## src/sv/assert_macros.svh

```systemverilog
`ifndef ASSERT_MACROS_SVH
`define ASSERT_MACROS_SVH

// Both macros sample on clk_i and are disabled while rst_ni is low.
`define ICR_ASSERT(lbl, prop) \
  lbl: assert property (@(posedge clk_i) disable iff (!rst_ni) prop) \
    else $error("collision response assertion failed");

`define ICR_NEVER(lbl, cond) `ICR_ASSERT(lbl, !(cond))

`endif

```

## src/sv/icr_pkg.sv

```systemverilog
package icr_pkg;

  localparam int FRAC_BITS = 16;

  localparam int VEL_W      = 32;
  localparam int INV_W      = 31;
  localparam int BNC_W      = 17;
  localparam int NRM_W      = 18;
  localparam int DEP_W      = 31;
  localparam int PCT_W      = 17;
  localparam int SLOP_W     = 31;
  localparam int CFG_DATA_W = 32;
  localparam int CFG_IDX_W  = 2;

  localparam int DV_W   = VEL_W + 1;
  localparam int PROD_W = DV_W + NRM_W;
  localparam int DOT_W  = PROD_W + 1;
  localparam int SUM_W  = INV_W + 1;
  localparam int NEGV_W = DOT_W - FRAC_BITS;
  localparam int ONEE_W = ((FRAC_BITS > BNC_W) ? FRAC_BITS : BNC_W) + 1;
  localparam int NUM_W  = NEGV_W + ONEE_W;
  localparam int N2_W   = DEP_W + PCT_W;
  localparam int REM_W  = SUM_W;

  localparam int JL      = NUM_W / 2;
  localparam int JH      = NUM_W - JL;
  localparam int T_RAW_W = NUM_W + INV_W;
  localparam int MAG_W   = VEL_W + 2;
  localparam int T_W     = MAG_W + 2 * FRAC_BITS;
  localparam int ABS_W   = NRM_W;
  localparam int TL      = T_W / 2;
  localparam int TH      = T_W - TL;
  localparam int P_W     = T_W + ABS_W;
  localparam int ACC_W   = MAG_W + 2;

  localparam int FIFO_DEPTH = 8;
  localparam int FIFO_AW    = 3;
  localparam int FIFO_CW    = 4;
  localparam int OCC_W      = 3;
  localparam int BUSY_W     = FIFO_CW + 1;

  localparam logic [PCT_W-1:0]  PCT_RESET  = PCT_W'(((9 << FRAC_BITS) + 5) / 10);
  localparam logic [SLOP_W-1:0] SLOP_RESET = SLOP_W'(((1 << FRAC_BITS) + 5) / 10);
  localparam logic [ONEE_W-1:0] ONE_E      = ONEE_W'(1) << FRAC_BITS;

  typedef enum logic [CFG_IDX_W-1:0] {
    CFG_PCT  = 2'd0,
    CFG_SLOP = 2'd1
  } cfg_idx_e;

  typedef struct packed {
    logic signed [VEL_W-1:0] avx;
    logic signed [VEL_W-1:0] avy;
    logic signed [VEL_W-1:0] bvx;
    logic signed [VEL_W-1:0] bvy;
    logic signed [NRM_W-1:0] nx;
    logic signed [NRM_W-1:0] ny;
    logic [INV_W-1:0]        inva;
    logic [INV_W-1:0]        invb;
    logic [SUM_W-1:0]        sum;
    logic                    sep;
    logic                    imm;
  } ctx_t;

  typedef struct packed {
    ctx_t             ctx;
    logic [NUM_W-1:0] n1;
    logic [NUM_W-1:0] n2;
  } job_t;

  typedef struct packed {
    logic               empty;
    logic               full;
    logic [FIFO_CW-1:0] count;
  } fifo_stat_t;

  typedef struct packed {
    logic [3:0][VEL_W-1:0] vel;
    logic [3:0][VEL_W-1:0] shift;
    logic                  sep;
    logic                  imm;
  } res_t;

  function automatic logic [VEL_W-1:0] sat_vel(input logic signed [ACC_W-1:0] x);
    logic signed [ACC_W-1:0] hi;
    logic signed [ACC_W-1:0] lo;
    hi = {{(ACC_W-VEL_W+1){1'b0}}, {(VEL_W-1){1'b1}}};
    lo = ~hi;
    if (x > hi) begin
      return hi[VEL_W-1:0];
    end else if (x < lo) begin
      return lo[VEL_W-1:0];
    end
    return x[VEL_W-1:0];
  endfunction

endpackage

```

## src/sv/icr_fifo.sv

```systemverilog
module icr_fifo (
  input  logic                clk_i,
  input  logic                rst_ni,
  input  logic                push_i,
  input  icr_pkg::job_t       data_i,
  input  logic                pop_i,
  output icr_pkg::job_t       data_o,
  output logic                valid_o,
  output icr_pkg::fifo_stat_t stat_o
);
  import icr_pkg::*;

  job_t               mem_q [FIFO_DEPTH];
  logic [FIFO_AW-1:0] wr_q, rd_q;
  logic [FIFO_CW-1:0] cnt_q;
  job_t               data_q;
  logic               valid_q;

  always_ff @(posedge clk_i or negedge rst_ni) begin
    if (!rst_ni) begin
      wr_q    <= '0;
      rd_q    <= '0;
      cnt_q   <= '0;
      valid_q <= 1'b0;
    end else begin
      if (push_i) begin
        wr_q <= wr_q + 1'b1;
      end
      if (pop_i) begin
        rd_q <= rd_q + 1'b1;
      end
      cnt_q   <= cnt_q + FIFO_CW'(push_i) - FIFO_CW'(pop_i);
      valid_q <= pop_i;
    end
  end

  always_ff @(posedge clk_i) begin
    if (push_i) begin
      mem_q[wr_q] <= data_i;
    end
    if (pop_i) begin
      data_q <= mem_q[rd_q];
    end
  end

  assign data_o       = data_q;
  assign valid_o      = valid_q;
  assign stat_o.empty = cnt_q == '0;
  assign stat_o.full  = cnt_q == FIFO_CW'(FIFO_DEPTH);
  assign stat_o.count = cnt_q;

endmodule

```

## config.mk

```make
export PLATFORM = sky130hd
export DESIGN_NAME = icr_fifo
export DESIGN_NICKNAME = d
export VERILOG_FILES = /design/src/sv/assert_macros.svh /design/src/sv/icr_pkg.sv /design/src/sv/icr_fifo.sv
export SDC_FILE = /design/constraint.sdc
export NUM_CORES = 2
export LEC_CHECK = 0
export BUFFER_PORTS_ARGS = -buffer_cell sky130_fd_sc_hd__buf_2
export CORE_ASPECT_RATIO = 0.9
export CORE_MARGIN = 2
export CORE_UTILIZATION = 43
export DETAILED_ROUTE_END_ITERATION = 16
export GPL_TIMING_DRIVEN = 0
export PLACE_DENSITY = 0.59
export SETUP_SLACK_MARGIN = 0.2
export SLEW_MARGIN = 20
export SYNTH_ARGS = -nofsm -noshare
export SYNTH_HDL_FRONTEND = slang
export SYNTH_SLANG_ARGS = --single-unit
```

## constraint.sdc

```tcl
create_clock -name clk_i -period 37.1 [get_ports clk_i]
set_input_delay 3.71 -clock clk_i [delete_from_list [all_inputs] [get_ports clk_i]]
set_output_delay 3.71 -clock clk_i [all_outputs]
set_load 0.005 [all_outputs]
```

==> summary.txt <==
Global route
  • Initial antenna violation count: ~150
  • First-pass GRT wire length: just over 400 mm
  • Largest net degree at the start of global routing: 65
  • GRT Util Overall: 0.196
  • Vias in the first global route: about 57000
  • Grt total ovfl: 0

Clock tree
  • CTS Hold Bufs: 0
  • Clock Path Buffers: 4
  • CTS Buf Count: between 300 and 400
  • Sink Count: about 3300
  • Setup Buffers After CTS: 0
  • CTS H-tree depth: 5
  • Worst-skew pair later-pin latency: 880 ps
  • Root Driver: clkbuf_16
  • CTS tree: done
  • Gates resized, CTS repair: 0
  • Reg clk slew, reported paths: around 60 ps

Worst setup path
  • Critical path launch point type: primary input
  • Crit path kind: primary input to register
  • Critical Path AT: around 7300 ps
  • Largest fanout on the critical path: 8
  • Setup crit end kind: register
  • CP required: between 30000 and 40000 ps

Floorplan
  • IO Pins: about 750
  • Die width: 568 um
  • Row count: 186
  • Initial Util: 0.432
  • Core box area: roughly 290000 um2
  • Die ar.: a little under 300000 um2
  • Die Y-Extent: between 500 and 600 um

Yosys
  • Top-count cell post-synth: edfxtp_1
  • Top cells by area, synth: edfxtp_1, mux4_2, mux4_1, mux2_2, buf_6
  • Post-synth EDFFs: 3312
  • Syn avg cell area: 26.3 um2
  • Post-synth top flop: edfxtp_1
  • Yosys top cell by area: edfxtp_1
  • Syn Nets: around 5100
  • Top cell type's share of synthesized area: 0.808
  • YS warnings: 0
  • Ys async rst share: 0.00331
  • Mapped Area: about 120000 um2
  • #FFs+latches synth: about 3300
  • Sequential area share after synthesis: 0.810
  • Leading cell types by count after synthesis: edfxtp_1, mux4_2, mux2_2, mux4_1, buf_6
  • Syn Inst Count: 4676
  • Synth unique cells: 26

Final layout
  • Share of cells above drive strength 1: 0.394
  • Area delta synth->final: 19.9%
  • Cell area after layout: 148000 um2
  • Util after Layout: 0.518
  • Layout net count: 6434
  • # fillers: 22000

STA
  • RSZ-0062 raised after global routing: no
  • Max Freq: ~150 MHz
  • Worst-Margin Slew: 1040 ps
  • Fin. max-slew vios: 0
  • Worst hold margin: about 560 ps
  • Final Hold Vio Count: 0
  • Sum Neg Setup Slack: 0 ps
  • Final Critical Period: roughly 6800 ps
  • Final setup violation count: 0
  • Fin crit share: 0.182
  • Final Skew: 51.9 ps
  • Slew margin rel.: 0.305

Place
  • GP Congestion: roughly 0.71
  • Hpwl dp: 191 mm
  • Port bufs: ~750
  • Placed Area: around 140000 um2

Pwr
  • Net Sw Frac: 0.274
  • Logic gate share of total power: 0.270
  • Clock power frac: 0.292
  • Register share of total power: 0.439
  • Lkg Pwr: about 49 nW
  • Power Density: ~79 nW/um2
  • Internal: between 0.008 and 0.009 W
  • Final Total Pwr: roughly 0.012 W
  • Switching power: about 0.0032 W
  • Max VDD drop: between 0.04 and 0.05 mV

Route
  • Vias: around 55000
  • Routed WL: just under 300 mm
  • Post-route ant nets: 0
  • Post-route DRC violation count: 0
  • Routed WL per cell: ~28 um
  • DR iter-0 viols: approximately 4900
  • DRT Pass-1 Iters: 6
  • Vias/cell: roughly 5.4

Worst hold path
  • Hold Crit Class: register to register

Run status
  • Status: complete, no violations

Flow run
  • Max-Cap Viols: 0
power by group through the flow:
stage | Combinational [W] | Sequential [W] | Clock, W
final | 0.00313 | 0.00509 | 0.00339
after global routing | 0.00335 | 0.00514 | 0.00361
after CTS | 0.00323 | 0.00509 | 0.00347
after detailed placement | 0.00321 | 0.00517 | 0
after global placement | 0.00296 | 0.00595 | 0
after floorplan | 0.00184 | 0.00550 | 0
worst max-delay path, stage by stage:
cell and delay, ps:
buf_2 190, nand2b_1 250, nor3_2 470, buf_6 220
buf_4 200, buf_6 170, buf_4 200, buf_4 220
buf_4 220, buf_4 200, buf_4 210, buf_4 170
buf_4 180, buf_4 210, buf_4 220, buf_4 220
placed cells by master (no fill, tap or decap), types with 3 or more instances in the layout:
| master | count |
|---|---|
| buf_1 | 53 |
| buf_12 | 69 |
| buf_16 | 83 |
| buf_2 | 761 |
| buf_4 | 105 |
| buf_6 | 99 |
| buf_8 | 9 |
| bufinv_16 | 32 |
| clkbuf_1 | 107 |
| clkbuf_16 | 352 |
| clkbuf_2 | 3 |
| clkbuf_8 | 3 |
| clkinv_1 | 82 |
| clkinv_16 | 7 |
| clkinv_2 | 66 |
| clkinv_8 | 4 |
| clkinvlp_4 | 8 |
| dfrtp_1 | 11 |
| diode_2 | 46 |
| edfxtp_1 | 3312 |
| ha_1 | 8 |
| inv_1 | 8 |
| inv_6 | 7 |
| mux2_2 | 370 |
| mux4_1 | 233 |
| mux4_2 | 503 |
| nand2_1 | 4 |
| nand2b_1 | 3 |
| nor2_4 | 6 |
| xnor2_1 | 3 |
| xor2_1 | 3 |
registers in the layout (all words and copies together) (netlist names):
signal   cells
cnt_q        4
data_o     368
mem_q     2944
rd_q         3
valid_o      1
wr_q         3
routing by layer:
| metal | up-vias | track usage | routed length [um] |
|---|---|---|---|
| met5 | - | 0 | 707 |
| met2 | 1774 | 0.309 | 136000 |
| met3 | 549 | 0.0547 | 24600 |
| li1 | 23300 | - | - |
| met1 | 29300 | 0.273 | 120000 |
| met4 | 116 | 0.0469 | 6450 |
path summary, 6_finish.rpt:
kind	from	end	slack, ps	cells past startpoint
setup / recovery	push_i	mem_q[0][221]	30350	16
hold / removal	wr_q[1]	wr_q[1]	560	1
setup reg to reg	wr_q[1]	mem_q[0][221]	32940	15
hold reg to reg	wr_q[1]	wr_q[1]	560	1
max in group asynchronous	rst_ni	valid_o	34010	1
min in group asynchronous	rst_ni	cnt_q[3]	2780	1
through the flow:
stage / setup WS (ps) / instances
floorplan: 7020 / 4676
global placement: -23950 / 9182
detailed placement: 29420 / 9463
CTS: 30370 / 10100
global route: 30240 / 10100
finish: 30350 / 10100
kinds of logic (layout without fill, tap and decap cells):
| family | after synthesis | after routing | share of synthesized area |
|---|---|---|---|
| flip-flops | 3323 | 3323 | 0.810 |
| multiplexers | 1106 | 1106 | 0.176 |
| buffers and inverters | 213 | 1866 | 0.0123 |
| AND/OR/NAND/NOR | 17 | 17 | 0.000640 |
| adder cells (fa/ha/maj) | 9 | 9 | 0.000976 |
| XOR/XNOR | 6 | 6 | 0.000427 |
| AO/OA/AOI/OAI | 2 | 2 | 0.000102 |
| other | 0 | 46 | 0 |
final cells by class:
type | count | area [um2] | share of cell area
clock inverters | 211 | 2060 | 0.0140
flip-flops and latches | 3323 | 99700 | 0.676
repair buffers | 1027 | 8480 | 0.0574
diodes | 46 | 115 | 0.000780
inverters | 8 | 30.0 | 0.000203
multi-input cells | 1140 | 21900 | 0.149
plain buffers | 205 | 1500 | 0.0101
well taps | 3760 | 4700 | 0.0319
clock buffers | 415 | 9040 | 0.0613
(Power assumes the default switching activity.)
